<file path="src/rtl/hsvrgb_pkg.sv">
`default_nettype none

package hsvrgb_pkg;

    // Field widths
    localparam int HUE_W      = 15;   // signed hue in 1/16 degree
    localparam int CH_W       = 8;    // channel, saturation, value, alpha
    localparam int H_W        = 13;   // wrapped hue, 0..5759
    localparam int G_W        = 10;   // position inside a sector, 0..960
    localparam int PROD_W     = 16;   // 8x8 products
    localparam int NUM_W      = 26;   // rounded channel numerators
    localparam int RECIP_W    = 27;   // reciprocal of the channel denominator
    localparam int PIPE_DEPTH = 5;

    // Hue geometry
    localparam int HUE_FULL   = 5760;
    localparam int HUE_SECTOR = 960;
    localparam int HUE_MIN    = -5760;
    localparam int HUE_MAX    = 11519;
    localparam int NUM_SECT   = 6;

    // Channel scaling: every channel is num / (255 * 960), rounded half up
    localparam int CH_SCALE    = 255;
    localparam int DEN         = CH_SCALE * HUE_SECTOR;
    localparam int HALF_DEN    = DEN / 2;
    localparam int RECIP_SHIFT = 44;
    localparam longint RECIP   = (longint'(1) << RECIP_SHIFT) / longint'(DEN);

    typedef enum logic [2:0] {
        SEC_RED_YEL,
        SEC_YEL_GRN,
        SEC_GRN_CYN,
        SEC_CYN_BLU,
        SEC_BLU_MAG,
        SEC_MAG_RED
    } t_sector;

    // Fields that ride alongside the arithmetic
    typedef struct packed {
        t_sector         sector;
        logic [CH_W-1:0] val;
        logic [CH_W-1:0] alpha;
        logic            clamp;
    } t_side;

    typedef struct packed {
        t_side             side;
        logic [G_W-1:0]    g;
        logic [PROD_W-1:0] vs;   // v * s
        logic [PROD_W-1:0] vn;   // v * (255 - s)
    } t_front;

    // Start of a sector in 1/16 degree
    function automatic logic [H_W-1:0] sector_base(input t_sector sec);
        logic [H_W-1:0] base;
        case (sec)
            SEC_RED_YEL: base = H_W'(0);
            SEC_YEL_GRN: base = H_W'(HUE_SECTOR);
            SEC_GRN_CYN: base = H_W'(2 * HUE_SECTOR);
            SEC_CYN_BLU: base = H_W'(3 * HUE_SECTOR);
            SEC_BLU_MAG: base = H_W'(4 * HUE_SECTOR);
            SEC_MAG_RED: base = H_W'(5 * HUE_SECTOR);
            default:     base = H_W'(0);
        endcase
        return base;
    endfunction

endpackage

`default_nettype wire

</file>
<file path="src/rtl/hsvrgb_front.sv">
`default_nettype none

module hsvrgb_front import hsvrgb_pkg::*; (
    input  wire  logic                    i_clk,
    input  wire  logic [1:0]              i_en,
    input  wire  logic signed [HUE_W-1:0] i_hue,
    input  wire  logic [CH_W-1:0]         i_sat,
    input  wire  logic [CH_W-1:0]         i_val,
    input  wire  logic [CH_W-1:0]         i_alpha,
    output t_front                        o_front
);

    localparam logic signed [HUE_W:0] MIN_X  = (HUE_W+1)'(HUE_MIN);
    localparam logic signed [HUE_W:0] MAX_X  = (HUE_W+1)'(HUE_MAX);
    localparam logic signed [HUE_W:0] FULL_X = (HUE_W+1)'(HUE_FULL);

    // stage 1: clamp and wrap
    logic signed [HUE_W:0] hue_x;
    logic signed [HUE_W:0] wrap_x;
    logic [H_W-1:0]        n_h;
    logic                  n_clamp;
    logic [H_W-1:0]        r_h;
    logic                  r_clamp;
    logic [CH_W-1:0]       r_sat;
    logic [CH_W-1:0]       r_val;
    logic [CH_W-1:0]       r_alpha;

    always_comb begin
        hue_x   = {i_hue[HUE_W-1], i_hue};
        n_clamp = 1'b0;
        if (hue_x < MIN_X) begin
            wrap_x  = '0;
            n_clamp = 1'b1;
        end else if (hue_x < 0) begin
            wrap_x = hue_x + FULL_X;
        end else if (hue_x > MAX_X) begin
            wrap_x  = MAX_X - FULL_X;
            n_clamp = 1'b1;
        end else if (hue_x >= FULL_X) begin
            wrap_x = hue_x - FULL_X;
        end else begin
            wrap_x = hue_x;
        end
        n_h = wrap_x[H_W-1:0];
    end

    always_ff @(posedge i_clk) begin
        if (i_en[0]) begin
            r_h     <= n_h;
            r_clamp <= n_clamp;
            r_sat   <= i_sat;
            r_val   <= i_val;
            r_alpha <= i_alpha;
        end
    end

    // stage 2: sector, position in sector, chroma products
    logic [2:0]     sec_cnt;
    t_sector        sec;
    logic [H_W-1:0] offs;
    logic [G_W-1:0] f;
    t_front         n_front;
    t_front         r_front;

    always_comb begin
        sec_cnt = '0;
        for (int k = 1; k < NUM_SECT; k++) begin
            sec_cnt = sec_cnt + 3'(r_h >= H_W'(k * HUE_SECTOR));
        end
        sec  = t_sector'(sec_cnt);
        offs = r_h - sector_base(sec);
        f    = offs[G_W-1:0];

        n_front.side.sector = sec;
        n_front.side.val    = r_val;
        n_front.side.alpha  = r_alpha;
        n_front.side.clamp  = r_clamp;
        // mirror the position in odd sectors
        n_front.g  = sec_cnt[0] ? (G_W'(HUE_SECTOR) - f) : f;
        n_front.vs = PROD_W'(r_val) * PROD_W'(r_sat);
        n_front.vn = PROD_W'(r_val) * PROD_W'(CH_W'(CH_SCALE) - r_sat);
    end

    always_ff @(posedge i_clk) begin
        if (i_en[1]) begin
            r_front <= n_front;
        end
    end

    assign o_front = r_front;

endmodule

`default_nettype wire

</file>
<file path="src/rtl/hsvrgb_mix.sv">
`default_nettype none

module hsvrgb_mix import hsvrgb_pkg::*; (
    input  wire  logic             i_clk,
    input  wire  logic             i_en,
    input  wire  t_front           i_front,
    output t_side                  o_side,
    output logic [NUM_W-1:0]       o_x_num,
    output logic [NUM_W-1:0]       o_m_num
);

    logic [NUM_W-1:0] n_m_num;
    logic [NUM_W-1:0] n_x_num;
    logic [NUM_W-1:0] r_m_num;
    logic [NUM_W-1:0] r_x_num;
    t_side            r_side;

    // numerators already carry the half-denominator for round to nearest
    always_comb begin
        n_m_num = NUM_W'(i_front.vn) * NUM_W'(HUE_SECTOR) + NUM_W'(HALF_DEN);
        n_x_num = NUM_W'(i_front.vs) * NUM_W'(i_front.g) + n_m_num;
    end

    always_ff @(posedge i_clk) begin
        if (i_en) begin
            r_m_num <= n_m_num;
            r_x_num <= n_x_num;
            r_side  <= i_front.side;
        end
    end

    assign o_side  = r_side;
    assign o_x_num = r_x_num;
    assign o_m_num = r_m_num;

endmodule

`default_nettype wire

</file>
<file path="src/rtl/hsvrgb_cdiv.sv">
`default_nettype none

module hsvrgb_cdiv import hsvrgb_pkg::*; (
    input  wire  logic             i_clk,
    input  wire  logic [1:0]       i_en,
    input  wire  logic [NUM_W-1:0] i_num,
    output logic [CH_W-1:0]        o_quo
);

    localparam int PW = NUM_W + RECIP_W;
    localparam logic [RECIP_W-1:0] RECIP_K = RECIP_W'(RECIP);

    // stage A: estimate by reciprocal, low by at most one
    logic [PW-1:0]    prod;
    logic [CH_W-1:0]  r_q0;
    logic [NUM_W-1:0] r_num;

    assign prod = PW'(i_num) * PW'(RECIP_K);

    always_ff @(posedge i_clk) begin
        if (i_en[0]) begin
            r_q0  <= prod[RECIP_SHIFT+CH_W-1:RECIP_SHIFT];
            r_num <= i_num;
        end
    end

    // stage B: correct the estimate from the remainder
    logic [NUM_W-1:0] back;
    logic [NUM_W-1:0] rem;
    logic [CH_W-1:0]  n_quo;
    logic [CH_W-1:0]  r_quo;

    always_comb begin
        back  = NUM_W'(r_q0) * NUM_W'(DEN);
        rem   = r_num - back;
        n_quo = r_q0 + CH_W'(rem >= NUM_W'(DEN));
    end

    always_ff @(posedge i_clk) begin
        if (i_en[1]) begin
            r_quo <= n_quo;
        end
    end

    assign o_quo = r_quo;

endmodule

`default_nettype wire

</file>
<file path="src/rtl/hsv_to_rgb_converter_unit.sv">
// Throughput: one beat per clock while the output is ready; each of the five
// stages holds one pixel. Backpressure stalls only the stages that are full;
// bubbles are squeezed out. Reset clears the stage valid bits; data registers
// are not reset.
`default_nettype none

module hsv_to_rgb_converter_unit import hsvrgb_pkg::*; (
    input  wire  logic        i_clk,
    input  wire  logic        i_rst_n,
    // input stream
    input  wire  logic        i_s_axis_tvalid,
    output logic              o_s_axis_tready,
    // [14:0] hue, [22:15] saturation, [30:23] brightness, [38:31] alpha_in,
    // [39] zero fill
    input  wire  logic [39:0] i_s_axis_tdata,
    // output stream
    output logic              o_m_axis_tvalid,
    input  wire  logic        i_m_axis_tready,
    // [7:0] red, [15:8] green, [23:16] blue, [31:24] alpha_out
    output logic [31:0]       o_m_axis_tdata,
    // [0] hue_clamped
    output logic              o_m_axis_tuser
);

    // Stage map: 0 clamp/wrap, 1 sector and chroma products,
    // 2 channel numerators, 3 reciprocal estimate, 4 estimate correction.
    logic [PIPE_DEPTH-1:0] r_vld;
    logic [PIPE_DEPTH-1:0] n_vld;
    logic [PIPE_DEPTH:0]   en;

    // A stage loads when it is empty or when the stage after it moves on.
    always_comb begin
        en[PIPE_DEPTH] = i_m_axis_tready;
        for (int k = PIPE_DEPTH - 1; k >= 0; k--) begin
            en[k] = !r_vld[k] || en[k+1];
        end
        n_vld = {r_vld[PIPE_DEPTH-2:0], i_s_axis_tvalid};
    end

    always_ff @(posedge i_clk) begin
        if (!i_rst_n) begin
            r_vld <= '0;
        end else begin
            for (int k = 0; k < PIPE_DEPTH; k++) begin
                if (en[k]) begin
                    r_vld[k] <= n_vld[k];
                end
            end
        end
    end

    assign o_s_axis_tready = en[0];
    assign o_m_axis_tvalid = r_vld[PIPE_DEPTH-1];

    // Unpack the input beat
    logic signed [HUE_W-1:0] in_hue;
    logic [CH_W-1:0]         in_sat;
    logic [CH_W-1:0]         in_val;
    logic [CH_W-1:0]         in_alpha;

    assign in_hue   = i_s_axis_tdata[14:0];
    assign in_sat   = i_s_axis_tdata[22:15];
    assign in_val   = i_s_axis_tdata[30:23];
    assign in_alpha = i_s_axis_tdata[38:31];

    // Stages 0 and 1: hue folding, sector pick, v*s and v*(255-s)
    t_front front;

    hsvrgb_front u_front (
        .i_clk   (i_clk),
        .i_en    (en[1:0]),
        .i_hue   (in_hue),
        .i_sat   (in_sat),
        .i_val   (in_val),
        .i_alpha (in_alpha),
        .o_front (front)
    );

    // Stage 2: numerators of x+m and m
    t_side            mix_side;
    logic [NUM_W-1:0] x_num;
    logic [NUM_W-1:0] m_num;

    hsvrgb_mix u_mix (
        .i_clk   (i_clk),
        .i_en    (en[2]),
        .i_front (front),
        .o_side  (mix_side),
        .o_x_num (x_num),
        .o_m_num (m_num)
    );

    // Stages 3 and 4: divide both numerators by 255*960
    logic [CH_W-1:0] q_mid;
    logic [CH_W-1:0] q_lo;

    hsvrgb_cdiv u_div_mid (
        .i_clk (i_clk),
        .i_en  (en[4:3]),
        .i_num (x_num),
        .o_quo (q_mid)
    );

    hsvrgb_cdiv u_div_lo (
        .i_clk (i_clk),
        .i_en  (en[4:3]),
        .i_num (m_num),
        .o_quo (q_lo)
    );

    // Carry sector, value, alpha and the clamp flag beside the dividers
    t_side r_side_a;
    t_side r_side_b;

    always_ff @(posedge i_clk) begin
        if (en[3]) begin
            r_side_a <= mix_side;
        end
        if (en[4]) begin
            r_side_b <= r_side_a;
        end
    end

    // Route c+m (the value itself), x+m and m by sector
    logic [CH_W-1:0] red;
    logic [CH_W-1:0] green;
    logic [CH_W-1:0] blue;
    logic [CH_W-1:0] hi;

    always_comb begin
        hi = r_side_b.val;
        case (r_side_b.sector)
            SEC_RED_YEL: begin red = hi;    green = q_mid; blue = q_lo;  end
            SEC_YEL_GRN: begin red = q_mid; green = hi;    blue = q_lo;  end
            SEC_GRN_CYN: begin red = q_lo;  green = hi;    blue = q_mid; end
            SEC_CYN_BLU: begin red = q_lo;  green = q_mid; blue = hi;    end
            SEC_BLU_MAG: begin red = q_mid; green = q_lo;  blue = hi;    end
            default:     begin red = hi;    green = q_lo;  blue = q_mid; end
        endcase
    end

    assign o_m_axis_tdata = {r_side_b.alpha, blue, green, red};
    assign o_m_axis_tuser = r_side_b.clamp;

    // A ready sink must never throttle the source.
    a_full_rate: assert property (@(posedge i_clk) disable iff (!i_rst_n)
        i_m_axis_tready |-> o_s_axis_tready)
        else $error("input stalled while output is ready");

    // One channel always carries the value component.
    a_hi_present: assert property (@(posedge i_clk) disable iff (!i_rst_n)
        o_m_axis_tvalid |-> (red == hi || green == hi || blue == hi))
        else $error("no channel equals the value component");

    // No channel may exceed the value component.
    a_hi_bound: assert property (@(posedge i_clk) disable iff (!i_rst_n)
        o_m_axis_tvalid |-> (red <= hi && green <= hi && blue <= hi))
        else $error("channel above the value component");

endmodule

`default_nettype wire
</file>
<file path="config.mk">
export PLATFORM = sky130hd
export DESIGN_NAME = hsv_to_rgb_converter_unit
export DESIGN_NICKNAME = d
export VERILOG_FILES = /design/src/rtl/hsvrgb_pkg.sv /design/src/rtl/hsvrgb_front.sv /design/src/rtl/hsvrgb_mix.sv /design/src/rtl/hsvrgb_cdiv.sv /design/src/rtl/hsv_to_rgb_converter_unit.sv
export SDC_FILE = /design/constraint.sdc
export NUM_CORES = 2
export LEC_CHECK = 0
export ABC_AREA = 1
export BUFFER_PORTS_ARGS = -buffer_cell sky130_fd_sc_hd__buf_2
export CORE_ASPECT_RATIO = 0.75
export CORE_MARGIN = 4
export CORE_UTILIZATION = 45
export CTS_CLUSTER_SIZE = 14
export DETAILED_ROUTE_END_ITERATION = 8
export PLACE_DENSITY_LB_ADDON = 0.3
export SYNTH_ARGS = -nofsm -noshare
export SYNTH_HDL_FRONTEND = slang
export SYNTH_SLANG_ARGS = --single-unit
</file>
<file path="constraint.sdc">
create_clock -name i_clk -period 7.6 [get_ports i_clk]
set_input_delay 0.76 -clock i_clk [delete_from_list [all_inputs] [get_ports i_clk]]
set_output_delay 0.76 -clock i_clk [all_outputs]
set_load 0.02 [all_outputs]
</file>
-- Word level (Yosys, flattened, before mapping)
Index checks and enable logic that the tools add are counted.
- register bits: 301
- output and inout port bits: 35
- logic and storage cells: 107
- add/subtract/negate cells: 15
- multipliers: 8
- $lt $le $gt $ge: 11
- equality and inequality tests: 9
- muxes and demuxes: 10
- reductions and logical operators: 17
- operator list (cell ; number):
    $mul 26x27->52 const B ; 2
    $ge 26x18->1 const B ; 2
    $sub 26x26->26 ; 2
    $pmux 10 s5 ; 1
    $pmux 8 s2 ; 3
    $mul 8x12->20 const B ; 2
    $mux 13 ; 3
    $add 26x17->26 const B ; 1
    $add 26x26->26 ; 1
    $ge 13x12->1 const B ; 2
    $mul 16x10->26 ; 1
    $mul 16x4->20 const B ; 1
    $add 8x1->8 ; 2
    $mul 8x16->16 ; 1
    $mul 8x8->16 ; 1
    $ge 15x14->1 const B ; 1
    $gt 15x15->1 const B ; 1
    $lt 15x1->1 const B ; 1
    $lt 15x14->1 const B ; 1
    $add 13x13->13 const B ; 1
    $ge 13x10->1 const B ; 1
    $ge 13x11->1 const B ; 1
    $ge 13x13->1 const B ; 1
    $sub 13x13->13 const B ; 1
    14 further kinds ; 36

-- Depth between registers and ports, before layout
- word-level depth: 10
- gate-level depth with buffers: 35

-- Hierarchy
From an unflattened synthesis, not the netlist that was laid out.
- cell total of the unflattened synthesis: 5392
- area total of the unflattened synthesis: 47098.9 µm²
- modules (own cells, without submodules) (module ; instances ; cells an instance ; area each (µm²) ; sequential area each (µm²)):
    hsvrgb_cdiv at u_div_lo ; 1 ; 1598 ; 13455.4 ; 1081.0
    hsvrgb_cdiv at u_div_mid ; 1 ; 1567 ; 13291.5 ; 1081.0
    hsvrgb_mix ; 1 ; 1157 ; 9913.3 ; 1981.9
    hsvrgb_front ; 1 ; 884 ; 8416.8 ; 3002.9
    hsv_to_rgb_converter_unit ; 1 ; 186 ; 2021.9 ; 1301.2

-- Worst setup path before layout
OpenSTA, ideal clock, no wires.
- path kind: input-to-output
- start: in i_m_axis_tready
- end: out o_s_axis_tready
- arrival: 5.842 ns
- slack: 0.998 ns
- cell stages on the path: 8
- buffers on the path: 0
- cell sequence: nor2_1 > inv_1 > nor2_1 > inv_1 > nor2_1 > inv_1 > nor2_1 > nand2_1
- cells in the longest elaborated chain, start to end: 5
- RTL lines (element ; line ; RTL):
    from (decl) ; hsv_to_rgb_converter_unit.sv:18 ; input wire logic i_m_axis_tready,
    $logic_or 1x1->1 ; hsv_to_rgb_converter_unit.sv:35 ; en[k] = !r_vld[k] || en[k+1];
    net en[4] ; hsv_to_rgb_converter_unit.sv:29 ; logic [PIPE_DEPTH:0] en;
    $logic_or 1x1->1 ; hsv_to_rgb_converter_unit.sv:35 ;
    net en[3] ; hsv_to_rgb_converter_unit.sv:29 ;
    $logic_or 1x1->1 ; hsv_to_rgb_converter_unit.sv:35 ;
    net en[2] ; hsv_to_rgb_converter_unit.sv:29 ;
    $logic_or 1x1->1 (2 in series) ; hsv_to_rgb_converter_unit.sv:35 ;
    to (decl) ; hsv_to_rgb_converter_unit.sv:12 ; output logic o_s_axis_tready,
The timed path passes the listed nets, and every way through them passes these cells.

-- Final worst setup path
- start: reg u_div_mid.r_q0[6]
- end: reg u_div_mid.r_quo[7] (netlist: u_div_mid.o_quo[7]) (data pin)
- cells in the longest elaborated chain, start to end: 4
- RTL lines (element ; line ; RTL):
    from (decl) ; hsvrgb_cdiv.sv:15 ; logic [CH_W-1:0] r_q0;
    from (signal assigned) ; hsvrgb_cdiv.sv:22 ; r_q0 <= prod[RECIP_SHIFT+CH_W-1:RECIP_SHIFT];
    $mul 8x12->20 ; hsvrgb_cdiv.sv:34 ; back = NUM_W'(r_q0) * NUM_W'(DEN);
    $sub 26x26->26 ; hsvrgb_cdiv.sv:35 ; rem = r_num - back;
    $ge 26x18->1 ; hsvrgb_cdiv.sv:36 ; n_quo = r_q0 + CH_W'(rem >= NUM_W'(DEN));
    $add 8x1->8 (*) ; hsvrgb_cdiv.sv:36 ;
    net u_div_mid.n_quo[7] ; hsvrgb_cdiv.sv:30 ; logic [CH_W-1:0] n_quo;
    to (signal assigned) ; hsvrgb_cdiv.sv:41 ; r_quo <= n_quo;
    to (decl) ; hsvrgb_cdiv.sv:31 ; logic [CH_W-1:0] r_quo;
The timed path passes the listed nets; every way through them passes the cells marked *.
A chain may end at the register's enable or synchronous reset.

==> impl_metrics.py <==
metrics = {
    "status": {
        "status": "finished clean",
    },
    "final_layout": {
        "multi_input_area_sq_um": 30500,
        "drive_above_1_share_pct": 3.95,
        "area_growth_pct": 6.79,
        "final_nets": 6337,
        "fill_cells": 9076,
        "seqCellArea_sq_um": 8450,
    },
    "flow_run": {
        "drv_cap": 0,
    },
    "clock_tree": {
        "clk-insertion-delay-late_ns": 0.55,
        "cts_num_sinks": 283,
        "ctsResizeCount": 0,
        "tritoncts": "done",
        "clk_path_buf_depth": 3,
        "htreeDepth": 2,
        "post-cts-setup-buffer-count": 0,
        "clockRootBuffer": "clkbuf_16",
        "clk_pin_slew_ns": 0.07,
        "cts-buffers-inserted": 35,
        "postCtsHoldBufs": 0,
    },
    "sta": {
        "fin_crit_ns": 6.90,
        "drv_slew": 0,
        "maxSlewHeadroom_pct": 32.2,
        "max_freq_ghz": 0.145,
        "clock_skew_ns": 0.0230,
        "period_share_pct": 90.9,
        "fin_setup_tns_ns": 0,
        "setup_violations": 0,
        "hold_violations": 0,
        "tightestPinTransition_ns": 1.02,
        "rsz0062_at_grt": "false",
    },
    "global_routing": {
        "grt_pass1_vias": 31800,
        "grt_pass1_wl_um": 170000,
        "grt_max_degree": 68,
        "grt-ovfl-total": 0,
        "track_usage_pct": 20.7,
        "antenna_found_initial": 1,
    },
    "drt": {
        "drcViolationCount": 0,
        "vias_per_cell": 5.04,
        "ant_nets": 0,
        "drt_pass1_iterations": 5,
        "routedWlPerCell_um": 16.5,
        "drt_iter0_drc": 2204,
        "num_vias": 31700,
        "totalWireLength_um": 104000,
    },
    "synth": {
        "synth_compound_area_share_pct": 6.11,
        "synth_top_family_by_area": "adder cells",
        "muxShareOfSynthArea_pct": 0,
        "yosysWarnings": 0,
        "synth-xor-area-share_pct": 2.93,
        "synth-simple-area-share_pct": 12.8,
        "synth_edf_count": 278,
        "synth_ff_type": "edfxtp_1",
        "synth_cells": 4894,
        "avgSynthCellArea_sq_um": 8.98,
        "synth-seq-cells": 283,
        "async_flop_share_pct": 0,
        "ys_seq_area_share_pct": 19.2,
        "syn-num-nets": 6272,
        "synth_fa_ha_area_share_pct": 47.7,
        "synth_cell_type_count": 57,
        "synth.cell_area_sq_um": 43900,
    },
    "critical_path": {
        "cpMostUsedCell": "nand2_1",
        "cp-endpoint": "u_div_mid.o_quo[7]",
        "reg2regPathDepth": 34,
        "rr_endpoint": "u_div_mid.o_quo[7]",
        "start_kind": "flop",
        "crit_path_end_kind": "flop",
        "critPathRequiredTime_ns": 7.89,
        "r2r-start": "u_div_mid.r_q0[6]",
        "crit_path_max_fanout": 8,
        "cp.arrival_ns": 7.20,
        "cpPeakStageDelay_ns": 0.66,
        "r2r_slack_ns": 0.70,
        "cp_slowest_cell": "fa_1",
        "crit_start": "u_div_mid.r_q0[6]",
        "critPathKind": "reg -> reg",
    },
    "placement": {
        "place_hpwl_um": 86800,
        "io_buffers": 77,
        "place_congestion": 0.909,
    },
    "min_path": {
        "min_path_type": "in -> reg",
        "hp-start": "i_s_axis_tdata[25]",
    },
    "floorplanning": {
        "dieHeight_um": 279,
        "initial_core_util_pct": 45.8,
        "die-area_sq_um": 103000,
        "core_area_sq_um": 96000,
        "io_pins": 79,
        "die_w_um": 369,
        "placementRows": 98,
    },
}
[worst min-delay path by stage]
stage / endpoint / cells past startpoint
floorplan: hi[0] / 0
global placement: u_mix.o_side[1] / 0
detailed placement: o_m_axis_tdata[26] / 0
CTS: u_front.r_alpha[1] / 1
global route: u_front.r_val[2] / 1
finish: u_front.r_val[2] / 1
[metrics by stage]
stage	hold WS (ns)	cells	cell area [sq um]	setup slack (ns)	util (%)
6_report	0.383	6285	46900	0.695	48.9
5_1_grt	0.353	6284	46900	0.164	48.9
4_1_cts	0.347	6284	46900	0.703	48.9
3_5_place_dp	0.405	6222	45800	0.735	47.7
3_3_place_gp	0.401	6222	45800	0.739	47.7
2_1_floorplan	0.400	4894	43900	0.998	-
[registers in the layout (all words and copies together) (netlist names), 13 cells and up]
name,flops
u_div_mid.r_num,20
u_front.o_front,62
u_front.r_h,13
u_mix.o_m_num,20
u_mix.o_x_num,26
u_mix.o_side,20
u_div_lo.r_num,20
r_side_a,20
[worst max-delay path: cells and delay by family, from the launching register on]
| family | cells | cell delay (ns) |
|---|---|---|
| AOI/OAI and AO/OA | 4 | 0.61 |
| xor gates and xnor gates | 2 | 0.23 |
| adders and majority gates | 7 | 3.14 |
| buffers and inverters | 6 | 0.36 |
| DFF | 1 | 0.57 |
| and+or+nand+nor | 15 | 1.72 |
[synth_stat cells (all sizes together), types with 8 or more instances]
cell type	n	area (sq um)
o21ai	115	579
o21bai	11	82.6
edfxtp	278	8350
a31oi	13	81.3
nand3	128	666
a21oi	227	1140
xnor2	52	455
ha	769	9620
nand2	849	3220
fa	565	11300
o21a	8	60.1
a21o	23	173
xor2	93	833
buf	8	60.1
nor3	30	155
nand3b	20	150
or2	9	56.3
nor2	263	1000
nor4	14	87.6
o221ai	10	87.6
inv	1241	4660
o211ai	26	195
nand4	32	206
clkbuf	57	216
[metal layers]
| metal | up-vias | GRT usage [%] | wire length, um |
|---|---|---|---|
| met5 | - | 0 | 0 |
| li1 | 15500 | - | - |
| met2 | 921 | 29.1 | 41100 |
| met4 | 0 | 2.82 | 1220 |
| met1 | 15200 | 33.0 | 53000 |
| met3 | 80 | 4.31 | 8440 |
[cells by family after synthesis]
group,Yosys count
flops,283
fa+ha+maj,1334
compound gates,467
simple gates,1359
buf+inv,1306
xor+xnor,145
[layout by cell type (no fill, tap or decap), types with 8 or more instances in the layout]
cell type  count
buf_2         77
nor4_1        14
fa_1         565
nand4_1       31
ha_1         769
nor2_1       259
nand3_1      123
clkbuf_16     37
o21bai_1      11
a31oi_1       13
xor2_1        92
buf_4         16
nor3_1        29
o21a_1         8
o211ai_1      26
nand3b_1      20
edfxtp_1     278
inv_1       1236
xnor2_1       52
a21o_1        23
o21ai_0      107
nand2_1      837
a21oi_1      227
nand2_2       11
or2_2          9
o221ai_1      10
[layout make-up]
class / instances / share of cell area [%]
well taps: 1300 / 3.47
diodes: 1 / 0.00533
clock inverters: 23 / 0.400
clock buffers: 39 / 1.99
inverters: 1241 / 9.93
multi-input cells: 3305 / 65.1
flip-flops and latches: 283 / 18.0
repair buffers: 93 / 1.08
Power is left out: the tool's default activity adds up to more than one toggle a clock period on the data nets, which glitch-free logic cannot reach.
